--- src/rtl/core/mse_pkg.sv ---
// Shared types, constants and float helpers for the matrix stack engine.
// No dependencies; imported by every module of the block except mse_ram.
`timescale 1ns / 1ps
package mse_pkg;

	localparam int MV_LEVELS = 32;
	localparam int PJ_LEVELS = 4;
	localparam int MAT_WORDS = (MV_LEVELS + PJ_LEVELS) * 16;
	localparam int MAT_AW    = $clog2(MAT_WORDS);
	localparam int MV_LW     = $clog2(MV_LEVELS);
	localparam int PJ_LW     = $clog2(PJ_LEVELS);
	localparam int PJ_BASE   = MV_LEVELS * 16;

	localparam int S_DW = 40;
	localparam int S_UW = 4;
	localparam int M_DW = 40;
	localparam int M_UW = 2;

	localparam logic [31:0] FP_ONE  = 32'h3F80_0000;
	localparam logic [31:0] FP_QNAN = 32'hFFC0_0000;
	localparam logic [31:0] FP_QBIT = 32'h0040_0000;

	typedef enum logic [2:0] {
		OP_IDENT  = 3'd0,
		OP_PUSH   = 3'd1,
		OP_POP    = 3'd2,
		OP_LOAD   = 3'd3,
		OP_LOAD_T = 3'd4,
		OP_MUL    = 3'd5,
		OP_MUL_T  = 3'd6,
		OP_READ   = 3'd7
	} op_t;

	typedef enum logic [1:0] {
		STAT_OK        = 2'd0,
		STAT_INVALID   = 2'd1,
		STAT_OVERFLOW  = 2'd2,
		STAT_UNDERFLOW = 2'd3
	} status_t;

	// leading zero count of a 48-bit word (48 when zero)
	function automatic logic [5:0] lzc48(input logic [47:0] v);
		logic [5:0] n;
		n = 6'd48;
		for (int i = 0; i < 48; i++) begin
			if (v[i]) n = 6'(47 - i);
		end
		return n;
	endfunction

	// round to nearest even and pack; ef is the biased exponent minus one
	// (zero for subnormals), mant carries the hidden bit at bit 23
	function automatic logic [31:0] fp_round_pack(input logic sgn, input logic [9:0] ef,
			input logic [23:0] mant, input logic g, input logic st);
		logic up;
		logic [32:0] sum;
		up  = g & (st | mant[0]);
		sum = {ef, 23'b0} + 33'(mant) + 33'(up);
		if (sum[32:23] >= 10'd255) return {sgn, 8'hFF, 23'b0};
		return {sgn, sum[30:0]};
	endfunction

endpackage

--- src/rtl/core/mse_fmul.sv ---
// Single-precision multiplier, four pipeline stages, round to nearest even.
// Depends on mse_pkg for rounding and leading zero helpers.
`timescale 1ns / 1ps
module mse_fmul (
	input  logic        clk,
	input  logic        arst_n,
	input  logic        in_valid,
	input  logic [31:0] a,
	input  logic [31:0] b,
	output logic        out_valid,
	output logic [31:0] y
);
	import mse_pkg::*;

	logic               v_s1, v_s2, v_s3, v_s4;
	logic               sgn_s1, sgn_s2, sgn_s3;
	logic               spec_s1, spec_s2, spec_s3;
	logic [31:0]        spy_s1, spy_s2, spy_s3, y_s4;
	logic [47:0]        prod_s1, prod_s2, n_s3;
	logic signed [10:0] e0_s1;
	logic               left_s2, st_s3;
	logic [6:0]         sh_s2;
	logic [9:0]         ef_s2, ef_s3;

	logic        a_nan, b_nan, a_inf, b_inf, a_zero, b_zero, sgn, spec;
	logic [31:0] spy;
	logic [23:0] ma, mb;
	logic [7:0]  eae, ebe;

	// stage 1: unpack, specials, mantissa product
	always_comb begin
		a_nan  = (a[30:23] == 8'hFF) && (a[22:0] != 23'b0);
		b_nan  = (b[30:23] == 8'hFF) && (b[22:0] != 23'b0);
		a_inf  = (a[30:23] == 8'hFF) && (a[22:0] == 23'b0);
		b_inf  = (b[30:23] == 8'hFF) && (b[22:0] == 23'b0);
		a_zero = (a[30:0] == 31'b0);
		b_zero = (b[30:0] == 31'b0);
		sgn    = a[31] ^ b[31];
		ma     = {a[30:23] != 8'h00, a[22:0]};
		mb     = {b[30:23] != 8'h00, b[22:0]};
		eae    = (a[30:23] == 8'h00) ? 8'd1 : a[30:23];
		ebe    = (b[30:23] == 8'h00) ? 8'd1 : b[30:23];
		spec   = 1'b1;
		spy    = 32'b0;
		if (a_nan) spy = a | FP_QBIT;
		else if (b_nan) spy = b | FP_QBIT;
		else if ((a_inf && b_zero) || (b_inf && a_zero)) spy = FP_QNAN;
		else if (a_inf || b_inf) spy = {sgn, 8'hFF, 23'b0};
		else if (a_zero || b_zero) spy = {sgn, 31'b0};
		else spec = 1'b0;
	end

	logic [5:0]         lz;
	logic signed [10:0] el;

	// stage 2 planning: leading zeros and shift direction
	always_comb begin
		lz = lzc48(prod_s1);
		el = e0_s1 - $signed({5'b0, lz});
	end

	logic [47:0] mask;
	assign mask = ~(48'hFFFF_FFFF_FFFF << sh_s2);

	always_ff @(posedge clk or negedge arst_n) begin
		if (!arst_n) begin
			v_s1 <= 1'b0;
			v_s2 <= 1'b0;
			v_s3 <= 1'b0;
			v_s4 <= 1'b0;
		end else begin
			v_s1 <= in_valid;
			v_s2 <= v_s1;
			v_s3 <= v_s2;
			v_s4 <= v_s3;
		end
	end

	always_ff @(posedge clk) begin
		// stage 1
		sgn_s1  <= sgn;
		spec_s1 <= spec;
		spy_s1  <= spy;
		prod_s1 <= ma * mb;
		e0_s1   <= $signed({3'b0, eae}) + $signed({3'b0, ebe}) - 11'sd126;
		// stage 2
		sgn_s2  <= sgn_s1;
		spec_s2 <= spec_s1;
		spy_s2  <= spy_s1;
		prod_s2 <= prod_s1;
		if (el >= 11'sd1) begin
			left_s2 <= 1'b1;
			sh_s2   <= 7'(lz);
			ef_s2   <= 10'(el - 11'sd1);
		end else if (e0_s1 >= 11'sd1) begin
			left_s2 <= 1'b1;
			sh_s2   <= 7'(e0_s1 - 11'sd1);
			ef_s2   <= 10'd0;
		end else begin
			left_s2 <= 1'b0;
			sh_s2   <= (e0_s1 < -11'sd62) ? 7'd63 : 7'(11'sd1 - e0_s1);
			ef_s2   <= 10'd0;
		end
		// stage 3: shift with sticky on right shifts
		sgn_s3  <= sgn_s2;
		spec_s3 <= spec_s2;
		spy_s3  <= spy_s2;
		ef_s3   <= ef_s2;
		n_s3    <= left_s2 ? (prod_s2 << sh_s2) : (prod_s2 >> sh_s2);
		st_s3   <= left_s2 ? 1'b0 : |(prod_s2 & mask);
		// stage 4: round and pack
		y_s4 <= spec_s3 ? spy_s3 :
			fp_round_pack(sgn_s3, ef_s3, n_s3[47:24], n_s3[23], (|n_s3[22:0]) | st_s3);
	end

	assign out_valid = v_s4;
	assign y         = y_s4;

endmodule

--- config.mk ---
export PLATFORM = sky130hd
export DESIGN_NAME = mse_fmul
export DESIGN_NICKNAME = d
export VERILOG_FILES = /design/src/rtl/core/mse_pkg.sv /design/src/rtl/core/mse_fmul.sv
export SDC_FILE = /design/constraint.sdc
export NUM_CORES = 2
export LEC_CHECK = 0
export ABC_AREA = 1
export BUFFER_PORTS_ARGS = -buffer_cell sky130_fd_sc_hd__buf_4
export CORE_ASPECT_RATIO = 0.7
export CORE_MARGIN = 3
export CORE_UTILIZATION = 45
export CTS_BUF_LIST = sky130_fd_sc_hd__clkbuf_16
export DETAILED_ROUTE_END_ITERATION = 6
export PLACE_DENSITY = 0.66
export SLEW_MARGIN = 20
export SYNTH_ARGS = -nofsm -noshare
export SYNTH_HDL_FRONTEND = slang
export SYNTH_SLANG_ARGS = --single-unit
--- constraint.sdc ---
create_clock -name clk -period 8.3 [get_ports clk]
set_input_delay 0.83 -clock clk [delete_from_list [all_inputs] [get_ports clk]]
set_output_delay 0.83 -clock clk [all_outputs]
set_load 0.02 [all_outputs]
==> impl_metrics.json <==
{
  "cp-start-kind": "primary input",
  "end_kind": "register",
  "worst_slack_ns": 0.789,
  "relSlewSlack": 0.313,
  "yosys.area.top_type": "fa_1",
  "hold_class": "in -> async",
  "routed-via-count": 29100,
  "yosysMostFrequentCell": "nand2_1",
  "synth_cell_types": 68,
  "dieArea_um2": 79900,
  "finalHoldViolCount": 0,
  "cts_tree": "built",
  "setup_viol": 0,
  "dp_slack_ns": 0.330,
  "wl_per_cell_um": 19.7,
  "crit_arrival_ns": 7.99,
  "rr_endpoint": "sh_s2[5]",
  "track_usage": 0.268,
  "critPathKind": "in -> reg",
  "syn_to_final_growth_pct": 6.44,
  "cpPeakStageDelay_ns": 0.58,
  "cts.path.max_buffers": 3,
  "yosys-top-cells-count": "nand2_1, inv_1, fa_1",
  "fmax_mhz": 133,
  "io_buffers": 99,
  "h-tree-depth": 1,
  "status": "finished with violations",
  "crit_top_cell": "fa_1",
  "numCtsBuffers": 29,
  "rr_worst_depth": 61,
  "cts_num_sinks": 321,
  "synthFlopType": "dfxtp_1",
  "tightest_slew_ns": 1.03,
  "via_per_inst": 5.31,
  "rows": 84,
  "antenna_found_initial": 3,
  "cts_resized": 0,
  "post-route-util": 0.486,
  "r2r_slack_ns": 1.91,
  "synth_fp_nets": 5320,
  "avgSynthCellArea_um2": 7.54,
  "dpl.hpwl_um": 85700,
  "syn-instance-count": 4566,
  "postCtsHoldBufs": 0,
  "routabilityCongestion": 0.994,
  "final.setup.tns_ns": 0,
  "core-area_um2": 75500,
  "first_global_vias": 27800,
  "fin_skew_ns": 0.0328,
  "antenna_cells": 0,
  "die_y_um": 237,
  "fin_crit_sh": 0.905,
  "slew_viol_final": 0,
  "grt_overflow": 0,
  "start_util": 0.456,
  "synth_top_area_frac": 0.281,
  "yosys_warnings": 0,
  "die_w_um": 337,
  "drc_errors": 2,
  "dr.pass1.iters": 7,
  "wl_um": 108000,
  "dr.first_iter.drc_count": 3183,
  "rsz0062_at_grt": "no",
  "crit_path_max_fanout": 18,
  "cts.clk_slew.worst_paths_ns": 0.06,
  "drive_above_1_share": 0.0623,
  "clockRootBuffer": "clkbuf_16",
  "cpMaxStageDelayCell": "fa_1",
  "layout.nets": 5228,
  "synth_edf_count": 0,
  "synth-seq-area-share": 0.187,
  "cts_setup_buffers": 0,
  "yosys_register_bits": 321,
  "reg2reg_from": "prod_s1[2]",
  "grt_pass1_wl_um": 165000,
  "whs_ns": 0.0314,
  "async_flop_share": 0.0125,
  "synth_area_leaders": "fa_1, dfxtp_1, nand2_1, inv_1, ha_1",
  "antenna_left": 0,
  "netlist_area_um2": 34400,
  "io_pins": 100,
  "required_ns": 8.78,
  "period_minus_slack_ns": 7.51,
  "grt_max_degree": 107,
  "violations": "DRC",
  "clk_latency_ns": 0.58,
  "max_cap_viol_count": 0
}
## critical path: cells and delay by family
kind,cells,cell delay (ns)
AO/OA/AOI/OAI,7,1.43
XOR/XNOR,1,0.17
adder cells (fa/ha/maj),8,4.00
buffers and inverters,5,0.64
AND/OR/NAND/NOR,9,0.92
## sequential cells by signal (all words and copies together), names as in the netlist, 7 cells and up
signal,flops
y,32
spy_s1,32
n_s3,48
e0_s1,10
ef_s2,10
ef_s3,10
spy_s3,32
prod_s1,48
sh_s2,7
prod_s2,48
spy_s2,32
## cell families (layout without fill, tap and decap cells)
logic type                 after synthesis  in the layout  share of synthesized area
and+or+nand+nor                       1527           1527                      0.180
buffers and inverters                 1254           1183                      0.137
adders and majority gates              687            687                      0.355
AOI/OAI and AO/OA                      669            669                      0.112
DFF                                    321            321                      0.187
xor gates and xnor gates                95             95                     0.0244
muxes                                   13             13                    0.00378
## cell usage in the layout, fill, tap and decap left out, drive strengths merged, types with 16 or more instances in the layout
cell type / instances
inv: 996
clkinv: 17
nor2: 163
nand4: 25
xor2: 71
nand3: 66
nand2: 1219
dfxtp: 317
ha: 203
o211ai: 16
xnor2: 24
clkbuf: 29
buf: 137
o21ai: 338
fa: 484
nor4: 25
a21oi: 190
o22ai: 29
## area by class of cell
| type | count | area [µm²] |
|---|---|---|
| sequential | 321 | 6450 |
| timing repair buffer | 137 | 1030 |
| inverter | 994 | 3730 |
| multi-input combinational | 2991 | 23300 |
| clock inverter | 23 | 213 |
| clock buffer | 29 | 726 |
| fill | 7505 | 38800 |
| tap | 989 | 1240 |
## per-layer routing
layer / vias to the layer above / wire, µm / global-route usage
li1: 13600 / - / -
met2: 1545 / 42500 / 0.365
met3: 118 / 14800 / 0.0958
met1: 13900 / 49100 / 0.411
met4: 2 / 1750 / 0.0398
met5: - / 8 / 0
## metrics by stage
stage | area [µm²] | cells
2_1_floorplan | 34400 | 4566
3_3_place_gp | 35700 | 5432
3_5_place_dp | 35700 | 5432
4_1_cts | 36600 | 5484
5_1_grt | 36600 | 5484
6_report | 36600 | 5484
## how the worst max path moves through the flow
stage               from          end
floorplan           b[3]  prod_s1[47]
global placement    a[8]  prod_s1[47]
detailed placement  b[1]  prod_s1[44]
CTS                 b[1]  prod_s1[44]
global route        a[8]  prod_s1[47]
finish              b[1]  prod_s1[44]
Power is not shown: default switching activity piles up to over one toggle a cycle in this logic, so the estimate is an artifact.
