### config.mk
export PLATFORM = sky130hd
export DESIGN_NAME = mse_ram
export DESIGN_NICKNAME = d
export VERILOG_FILES = /design/src/rtl/core/mse_ram.sv
export SDC_FILE = /design/constraint.sdc
export NUM_CORES = 1
export LEC_CHECK = 0
export ABC_AREA = 0
export BUFFER_PORTS_ARGS = -buffer_cell sky130_fd_sc_hd__buf_2
export CAP_MARGIN = 10
export CORE_MARGIN = 3
export CORE_UTILIZATION = 45
export CTS_BUF_LIST = sky130_fd_sc_hd__clkbuf_16
export DETAILED_ROUTE_END_ITERATION = 8
export SYNTH_ARGS = -nofsm -noshare
export SYNTH_HDL_FRONTEND = slang
export SYNTH_SLANG_ARGS = --single-unit
### constraint.sdc
create_clock -name clk -period 4.6 [get_ports clk]
set_clock_uncertainty 0.05 [all_clocks]
set_input_delay 0.46 -clock clk [delete_from_list [all_inputs] [get_ports clk]]
set_output_delay 0.46 -clock clk [all_outputs]
set_load 0.05 [all_outputs]
### src/rtl/core/mse_ram.sv
// Generic simple dual-port RAM, one write and one registered read port.
// No dependencies.
`timescale 1ns / 1ps
module mse_ram #(
	parameter int WIDTH = 32,
	parameter int DEPTH = 16
) (
	input  logic                     clk,
	input  logic                     we,
	input  logic [$clog2(DEPTH)-1:0] waddr,
	input  logic [WIDTH-1:0]         wdata,
	input  logic [$clog2(DEPTH)-1:0] raddr,
	output logic [WIDTH-1:0]         rdata
);

	logic [WIDTH-1:0] mem [DEPTH];

	// write port and registered read
	always_ff @(posedge clk) begin
		if (we) mem[waddr] <= wdata;
		rdata <= mem[raddr];
	end

endmodule

==> results.md, run 1 <==
* Status: finished clean
* Most common cell in the synthesized netlist: edfxtp_1
* I/O Buffers at 73
* RSZ-0062 raised after global routing: false
* Area of the multi-input gates at roughly 3700 sq um
* Overall routing resource usage at around 18%
* R2R Path End: rdata[31]
* EDFF count, synth at ~510
* Worst hold path type: input port to flop
* Placed Instance Area at 21050 sq um
* Final Hold Viols at 0
* Gpl congestion at about 0.67
* Post-synthesis sequential area ratio at slightly above 80%
* Vias in the first global route at about 9400
* Reg2Reg Depth at 3
* # clock sinks at approximately 540
* Tmin final at between 2 and 2.5 ns
* Peak VDD IR at ~270 uV
* Worst EP required at ~5 ns
* Pin count of the biggest net entering global routing at 66
* Clock Pin Slew Worst Setup and Hold Paths at roughly 0.060 ns
* Leakage power at ~7.3 nW
* Vias per inst at between 5 and 6
* Setup bufs post-CTS at 0
* Fillers at roughly 3400
* Setup TNS Final at 0 ns
* Routed Antenna Nets at 0
* Max-Cap Viols at 0
* Initial Util at 45.79%
* Post-CTS sizing at 0
* Synth top area share at 77.44%
* Synth warn at 0
* Flops & latches, synth at 544
* Placed insts at about 1500
* Ports at 74
* Final WL at 40.13 mm
* Worst Setup End Kind: flop
* Clock Latency Late Sink at between 0.5 and 0.6 ns
* CP Class: input port to flop
* Max Clk Rate at 491.8 MHz
* Cts hold-fix bufs at 0
* Core Area at 43360 sq um
* Final core utilization at between 50% and 60%
* WP data arrival at between 2 and 2.5 ns
* Synth-to-Final Area Change at 14.68%
* Crit Path Max Fanout at 61
* Clock Tree Root: clkbuf_16
* DR iter-0 viols at ~790
* CTS Buffer Depth at 3
* FF-to-FF setup slack at 3.14 ns
* Chip width at 216.0 um
* Crit path to: rdata[14]
* Worst-Margin Slew at between 1 and 1.5 ns
* Area contributors post-synth: edfxtp_1, mux4_2, dfxtp_1, a22oi_1, nand2_1
* Startpoint Class: input port
* Slew headroom at between 10% and 20%
* Critical Path Start: raddr[0]
* Avg Inst Size Synth at between 20 and 25 sq um
* Die Y at about 220 um
* Top post-synthesis cells by count: edfxtp_1, mux4_2, a22oi_1
* Vias at 8841
* Pre-antenna DRT Iters at 5
* Die Area at between 40000 and 50000 sq um
* TritonCTS clock tree: done
* Design area at roughly 23000 sq um
* Initial antenna violation count at 1
* Count of final setup violators at 0
* Residual overflow from global routing at 0
* HPWL Detailed at around 21 mm
* Antenna cells at 0
* Syn Nets at 880
* Tcrit/Tclk final at between 40% and 50%
* Power Density at roughly 460 nW/um^2
* Number of H-tree levels at 2
* Syn Std Cell Area at between 15000 and 20000 sq um
* FF+latch area at roughly 16000 sq um
* Site Rows at 76
* Cts bufs inserted at 53
* Layout cell share with drive strength beyond 1 at ~32%
* Routed WL per cell at around 26 um
* Reg2reg start: mem[1][31]
* Post-layout nets at roughly 980
* Ys async rst share at 0%
* Netlist cell types at 18
* DRC at 0
* Most common flop cell mapped by yosys: edfxtp_1
* First-pass GRT wire length at 60.60 mm
* Cells after synthesis at between 800 and 900
* Post-synth top area cell: edfxtp_1
* Final Max Slew Viols at 0
* Non-filler cells, final at 1570
-- state kept, by name, indices dropped and copies added (netlist names) --
signal,count
rdata,32
mem,512
-- area by class of cell --
type	instances	share of cell area (%)
timing repair buffer	92	2.407
clock buffer	55	6.045
multi-input combinational	251	16.47
tap	585	3.215
sequential	544	70.34
clock inverter	43	1.522
-- cell usage in the layout (no fill, tap or decap), types with 2 or more instances in the layout --
cell type  count
buf_2         71
bufinv_16      6
nor3_2         4
clkinv_2      15
dfxtp_1       32
buf_4         17
edfxtp_1     512
nor2b_4        2
clkinv_1      13
nand2_1       33
nor2_4        13
nand2b_1       2
a22oi_1       64
inv_1          7
nand3b_1       2
buf_12         2
clkbuf_16     55
mux4_2       128
-- logic make-up after synthesis --
kind of cell / Yosys count / share of synthesized area [%]
multiplexers: 128 / 14.52
buffers and inverters: 43 / 1.122
AND/OR/NAND/NOR: 59 / 1.273
flip-flops: 544 / 80.67
AO/OA/AOI/OAI: 64 / 2.420
-- per-stage QoR --
step	total power [mW]	setup WS, ns	hold WS (ns)
floorplan	6.055	0.9104	0.5089
global placement	6.260	1.908	0.6026
detailed placement	6.272	1.915	0.6012
CTS	10.52	2.540	0.1687
global route	10.77	2.403	0.1907
finish	10.41	2.566	0.1993
-- worst max-delay path, stage by stage --
cell and delay (ns):
clkbuf_8 0.59, buf_4 0.44, mux4_2 0.54, a22oi_1 0.19
nand2_1 0.11
-- power by group --
group | switching [mW] | total [mW] | internal, mW
registers | 0.0312 | 5.57 | 5.54
logic | 0.386 | 0.582 | 0.196
clock network | 1.76 | 4.25 | 2.49
-- layer usage --
metal / up-vias / track usage [%] / share of wire [%]
met4: 2 / 4.924 / 1.9
met2: 242 / 27.16 / 47
met5: - / 0 / 0.032
met3: 61 / 3.168 / 5.2
met1: 4747 / 25.97 / 45
li1: 3789 / - / -
-- how the worst min path moves through the flow --
stage / from / to / slack (ns) / cells past startpoint
global route: wdata[21] / mem[0][21] / 0.19 / 1
finish: wdata[8] / mem[12][8] / 0.20 / 1
detailed placement: mem[14][7] / rdata[7] / 0.60 / 3
floorplan: wdata[0] / mem[0][0] / 0.51 / 0
CTS: wdata[28] / mem[2][28] / 0.17 / 1
global placement: mem[14][20] / rdata[20] / 0.60 / 3
No activity file was read; power rests on OpenSTA's default activity.
==> run 2: changes to the inputs <==
- clock period: 4.6 -> 1.65 ns (I/O delays scaled with it)
==> run 2 against run 1 <==
  * Critical path depth is 4 lower
  * Clock power grew to 2.9 times the previous value
  * Via count is 4.3% higher
  * Wire length is 5.2% higher
  * Cell area is 6.3% higher
  * Flip-flop and latch count stayed put
  * Critical endpoint is now rdata[31]
  * Largest power group unchanged
==> results.md, run 2 (synthesis gave the netlist of run 1 again) <==
* Clock Pin Slew Worst Setup and Hold Paths at 0.06 ns (about the same)
* Max-Cap Viols at 0 (unchanged)
* Power Density at 1236 nW/um^2 (+170%)
* Clock Latency Late Sink at 0.55 ns (-0.03 ns)
* Vias at 9223 (+4.3%)
* Synth-to-Final Area Change at 21.90%
* Sequential power share at 52.0% (-1.5 points)
* Tmin final at 1.471 ns
* Startpoint Class: flop
* Vias in the first global route at 9710 (+3.2%)
* Chip width at 216.0 um (unchanged)
* Final WL at 42.20 mm (+5.2%)
* Worst Setup End Kind: primary output
* I/O Buffers at 73 (unchanged)
* Count of final setup violators at 0 (unchanged)
* Worst-Margin Slew at 0.5626 ns (-0.6471 ns)
* Site Rows at 76 (unchanged)
* Pin count of the biggest net entering global routing at 50 (-24%)
* Switching part of the total at 20.20% (-0.73 points)
* Internal power at 23.88 mW (+190%)
* Cts bufs inserted at 52 (-1.9%)
* Residual overflow from global routing at 0 (unchanged)
* Post-layout nets at 1077 (+9.5%)
* Overall routing resource usage at 18.49% (+0.97 points)
* Buf/Inv on CP at 1 (-1)
* Final Hold Viols at 0 (unchanged)
* Setup TNS Final at 0 ns (unchanged)
* CP Class: flop to primary output
* Most common cell after layout, fill and taps aside: edfxtp_1
* Initial Util at 45.79% (unchanged)
* Largest regs: mem: 512 flops, rdata: 32 flops
* Post-CTS sizing at 0 (unchanged)
* Commonest non-fill, non-tap cells in the layout: edfxtp_1, mux4_2, buf_2
* Gpl congestion at 0.7013 (+3.9%)
* Sw power at 6.046 mW (+180%)
* Worst hold path type: input port to flop
* Tcrit/Tclk final at 89.13%
* Routed Antenna Nets at 0 (unchanged)
* # clock sinks at 544 (unchanged)
* Delay of the slowest cell on the worst path at 0.40 ns (-0.19 ns)
* Status: finished clean
* PnR Total Power at 29.93 mW (+190%)
* Largest register FFs at 512 (unchanged)
* Vias per inst at 5.549 (-1.5%)
* Family with the most delay on the worst path: flip-flops
* Final Max Slew Viols at 0 (unchanged)
* WP data arrival at 1.26 ns (-1.18 ns)
* Pre-antenna DRT Iters at 5 (unchanged)
* Ports at 74 (unchanged)
* RSZ-0062 raised after global routing: false
* Layout cell share with drive strength beyond 1 at 35.47% (+3.1 points)
* First-pass GRT wire length at 63.45 mm (+4.7%)
* Die Y at 216.0 um (unchanged)
* DR iter-0 viols at 871 (+10%)
* Setup bufs post-CTS at 0 (unchanged)
* Combinational share of power at 6.2% (+0.6 points)
* CTS Buffer Depth at 3 (unchanged)
* Cts hold-fix bufs at 32 (+32)
* Most flop-heavy register: mem
* CP max stage cell: dfxtp_1
* TritonCTS clock tree: done
* CP cell instances: buf_2
* Crit Path Max Fanout at 1 (-98%)
* Fillers at 3305 (-2.3%)
* Routed WL per cell at 25.39 um (-0.67%)
* Initial antenna violation count at 1 (unchanged)
* Die Area at 46680 sq um (unchanged)
* Antenna cells at 0 (unchanged)
* Peak VDD IR at 676.0 uV (+150%)
* Number of H-tree levels at 2 (unchanged)
* HPWL Detailed at 23.34 mm (+12%)
* Clock power frac at 41.8% (+0.9 points)
* Slew headroom at 62.49% (+43 points)
* Worst EP required at 1.43 ns (-3.57 ns)
* Max Clk Rate at ~700 MHz
* Clock Tree Root: clkbuf_16
* Core Area at 43360 sq um (unchanged)
* DRC at 0 (unchanged)
* Leakage power at 7.947 nW (+8.6%)
[run 2: cell types whose count changed in the layout (fill, tap and decap cells not counted), sizes merged]
cell | before | now
clkinv | 28 | 25
clkbuf | 56 | 54
buf | 91 | 153
dlygate4sd3 | 0 | 32
inv | 8 | 5
bufinv | 6 | 12
[run 2: final cells by class]
class	count	area, sq um	area share (%)
clock inverters	43	503.0	2.078
clock buffers	53	1326	5.480
well taps	585	732.0	3.024
flip-flops and latches	544	16020	66.17
multi-input cells	251	3782	15.63
repair buffers	186	1843	7.615
[run 2: power groups by stage]
stage / registers (mW) / clock network, mW / logic, mW
2_1_floorplan: 16.1 / 0 / 0.763
3_3_place_gp: 15.8 / 0 / 1.81
3_5_place_dp: 15.8 / 0 / 1.83
4_1_cts: 15.6 / 12.8 / 1.90
5_1_grt: 15.6 / 13.3 / 2.00
6_report: 15.6 / 12.5 / 1.87
[run 2: metal layers]
layer | up-vias | global-route usage, % | wire, um
li1 | 3976 | - | -
met1 | 4920 | 27.46 | 18360
met2 | 268 | 29.34 | 20470
met3 | 57 | 3.070 | 2660
met4 | 2 | 4.180 | 699
met5 | - | 0 | 7
[run 2: final timing paths]
kind               start     endpoint  slack [ns]  cells past startpoint
max            rdata[31]    rdata[31]        0.18                      1
min             waddr[2]  mem[12][20]        0.20                      4
max reg2reg   mem[11][5]     rdata[5]        0.28                      3
min reg2reg  mem[12][21]    rdata[21]        0.61                      3
[run 2: per-stage QoR]
step | setup WS (ns) | hold WS [ns] | area (sq um) | std cells | utilization [%]
global route | 0.1459 | 0.2029 | 24200 | 1662 | 55.81
global placement | -0.03100 | 0.4911 | 22050 | 1534 | 50.86
CTS | 0.1556 | 0.1841 | 24200 | 1662 | 55.81
detailed placement | -0.03280 | 0.5028 | 22050 | 1534 | 50.86
floorplan | -0.2742 | 0.2139 | 20000 | 838 | -
finish | 0.1794 | 0.1982 | 24200 | 1662 | 55.81
==> run 3: changes to the inputs <==
- CELL_PAD_IN_SITES_DETAIL_PLACEMENT: unset -> 1
- CELL_PAD_IN_SITES_GLOBAL_PLACEMENT: unset -> 1
- CTS_BUF_LIST: sky130_fd_sc_hd__clkbuf_16 -> sky130_fd_sc_hd__clkbuf_2 sky130_fd_sc_hd__clkbuf_4 sky130_fd_sc_hd__clkbuf_8
- PLACE_DENSITY: unset -> 0.67
==> run 3 against run 2 <==
  * Cell area about the same
  * First-iteration DRC count increased by 10%
  * Via count increased by 5.4%
  * Utilization about the same
  * Flip-flop and latch count unchanged
  * Critical path type unchanged
  * Largest power group unchanged
==> results.md, run 3 (synthesis gave the netlist of run 1 again) <==
* Status: finished clean
* Gpl congestion at 0.6974 (-0.56%)
* Final hold slack at 0.1314 ns (-0.06682 ns)
* First-pass GRT wire length at 69.80 mm (+10%)
* Overall routing resource usage at 20.59% (+2.1 points)
* Clock Latency Late Sink at 0.66 ns (+0.11 ns)
* Family with the most delay on the worst path: flip-flops
* # clock sinks at 544 (unchanged)
* CTS Buffer Depth at 3 (unchanged)
* Routed WL per cell at 27.08 um (+6.6%)
* DR iter-0 viols at 958 (+10%)
* Crit Path Max Fanout at 1 (unchanged)
* Clock Pin Slew Worst Setup and Hold Paths at 0.06 ns (about the same)
* Startpoint Class: flop
* Vias in the first global route at 10544 (+8.6%)
* Max-Cap Viols at 0 (unchanged)
* Largest register FFs at 512 (unchanged)
* Site Rows at 76 (unchanged)
* Synth-to-Final Area Change at 21.96% (about the same)
* Number of H-tree levels at 3 (+1)
* Post-layout nets at 1118 (+3.8%)
* WP data arrival at 1.38 ns (+0.12 ns)
* Non-filler cells, final at 1734 (+4.3%)
* Vias per inst at 5.604 (+0.98%)
* CP cell instances: buf_2
* Pre-antenna DRT Iters at 5 (unchanged)
* Worst Setup End Kind: primary output
* Tcrit/Tclk final at 96.75% (+7.6 points)
* Largest regs: mem: 512 flops, rdata: 32 flops
* I/O Buffers at 73 (unchanged)
* Setup WS post-layout at 0.05364 ns (-0.1257 ns)
* Switching part of the total at 22.31% (+2.1 points)
* Clock Tree Root: clkbuf_8
* Worst hold path type: input port to flop
* Final Max Slew Viols at 0 (unchanged)
* Vias at 9717 (+5.4%)
* Max Clk Rate at 626.4 MHz (-7.9%)
* Slew headroom at 56.40% (-6.1 points)
* Layout cell share with drive strength beyond 1 at 39.49% (+4.0 points)
* Placed insts at 1540 (+0.39%)
* Delay of the slowest cell on the worst path at 0.41 ns (about the same)
* CP Class: flop to primary output
* Cts bufs inserted at 86 (+65%)
* Core Area at 43360 sq um (unchanged)
* FF+latch area at 16020 sq um (unchanged)
* Placement Setup Slack at -0.03453 ns (-0.001729 ns)
* Buf/Inv on CP at 1 (unchanged)
* Initial antenna violation count at 2 (+1)
* DRC at 0 (unchanged)
* Routed Antenna Nets at 0 (unchanged)
* Chip width at 216.0 um (unchanged)
* Setup bufs post-CTS at 0 (unchanged)
* Combinational share of power at 6.7% (+0.5 points)
* Ports at 74 (unchanged)
* Sw power at 6.421 mW (+6.2%)
* Setup TNS Final at 0 ns (unchanged)
* Die Area at 46680 sq um (unchanged)
* Die Y at 216.0 um (unchanged)
* Worst-Margin Slew at 0.6539 ns (+0.09136 ns)
* Final WL at 46.95 mm (+11%)
* Pin count of the biggest net entering global routing at 37 (-26%)
* Area of the multi-input gates at 3782 sq um (unchanged)
* Tmin final at 1.596 ns (+0.1257 ns)
* Most common cell after layout, fill and taps aside: edfxtp_1
* Leakage power at 8.005 nW (+0.73%)
* CP max stage cell: dfxtp_1
* HPWL Detailed at 25.88 mm (+11%)
* Residual overflow from global routing at 0 (unchanged)
* Sequential power share at 54.1% (+2.1 points)
* Commonest non-fill, non-tap cells in the layout: edfxtp_1, mux4_2, clkbuf_8
* Initial Util at 45.79% (unchanged)
* Peak VDD IR at 502.6 uV (-26%)
* Worst EP required at 1.43 ns (about the same)
* Count of final setup violators at 0 (unchanged)
* Internal power at 22.36 mW (-6.4%)
* Final Hold Viols at 0 (unchanged)
* Most flop-heavy register: mem
* Clock power frac at 39.2% (-2.6 points)
* TritonCTS clock tree: done
* Power Density at 1189 nW/um^2 (-3.9%)
* Fillers at 3782 (+14%)
run 3: changes by cell type in the layout (fill, tap and decap cells not counted), sizes merged:
cell         previous run  this run
buf                   153       159
bufinv                 12         0
clkbuf                 54       129
clkinv                 25        27
clkinvlp                1         2
diode                   0         2
dlygate4sd3            32        33
inv                     5         2
run 3: stage by stage:
stage / instance area (sq um) / utilization (%) / power (mW)
floorplan: 20000 / - / 16.89
global placement: 22150 / 51.08 / 17.68
detailed placement: 22150 / 51.08 / 17.74
CTS: 24210 / 55.83 / 29.10
global route: 24210 / 55.83 / 29.89
finish: 24210 / 55.84 / 28.78
run 3: area by class of cell:
cell class,count,share of cell area (%)
antenna,2,0.02067
clock buffer,128,6.526
clock inverter,31,0.6098
multi-input combinational,251,15.62
sequential,544,66.14
tap,585,3.023
timing repair buffer,193,8.056
run 3: per-layer routing:
metal | vias up | global-route usage, % | share of wire (%)
li1 | 4068 | - | -
met1 | 5235 | 30.21 | 44
met2 | 358 | 31.73 | 48
met3 | 56 | 4.097 | 6.5
met4 | 0 | 6.238 | 1.6
met5 | - | 0 | 0
run 3: path summary, 6_finish.rpt:
path	depth (start not counted)	from	slack [ns]	to
setup / recovery	1	rdata[20]	0.05	rdata[20]
setup reg to reg	3	mem[8][11]	0.25	rdata[11]
hold reg to reg	3	mem[12][20]	0.62	rdata[20]
hold / removal	4	waddr[2]	0.13	mem[2][17]
run 3: what timing repair did:
item | CTS | global route
gates resized for setup | 1 | 0
hold endpoints to repair | 525 | 0
hold buffers | 33 | 0
endpoints found under the setup margin | 1 | 0
run 3: power by group through the flow:
| stage | Clock (mW) | Combinational (mW) | Sequential, mW |
|---|---|---|---|
| after floorplan | 0 | 0.763 | 16.1 |
| after global placement | 0 | 1.85 | 15.8 |
| after detailed placement | 0 | 1.89 | 15.8 |
| after CTS | 11.6 | 1.96 | 15.6 |
| after global routing | 12.2 | 2.06 | 15.6 |
| final | 11.3 | 1.93 | 15.6 |
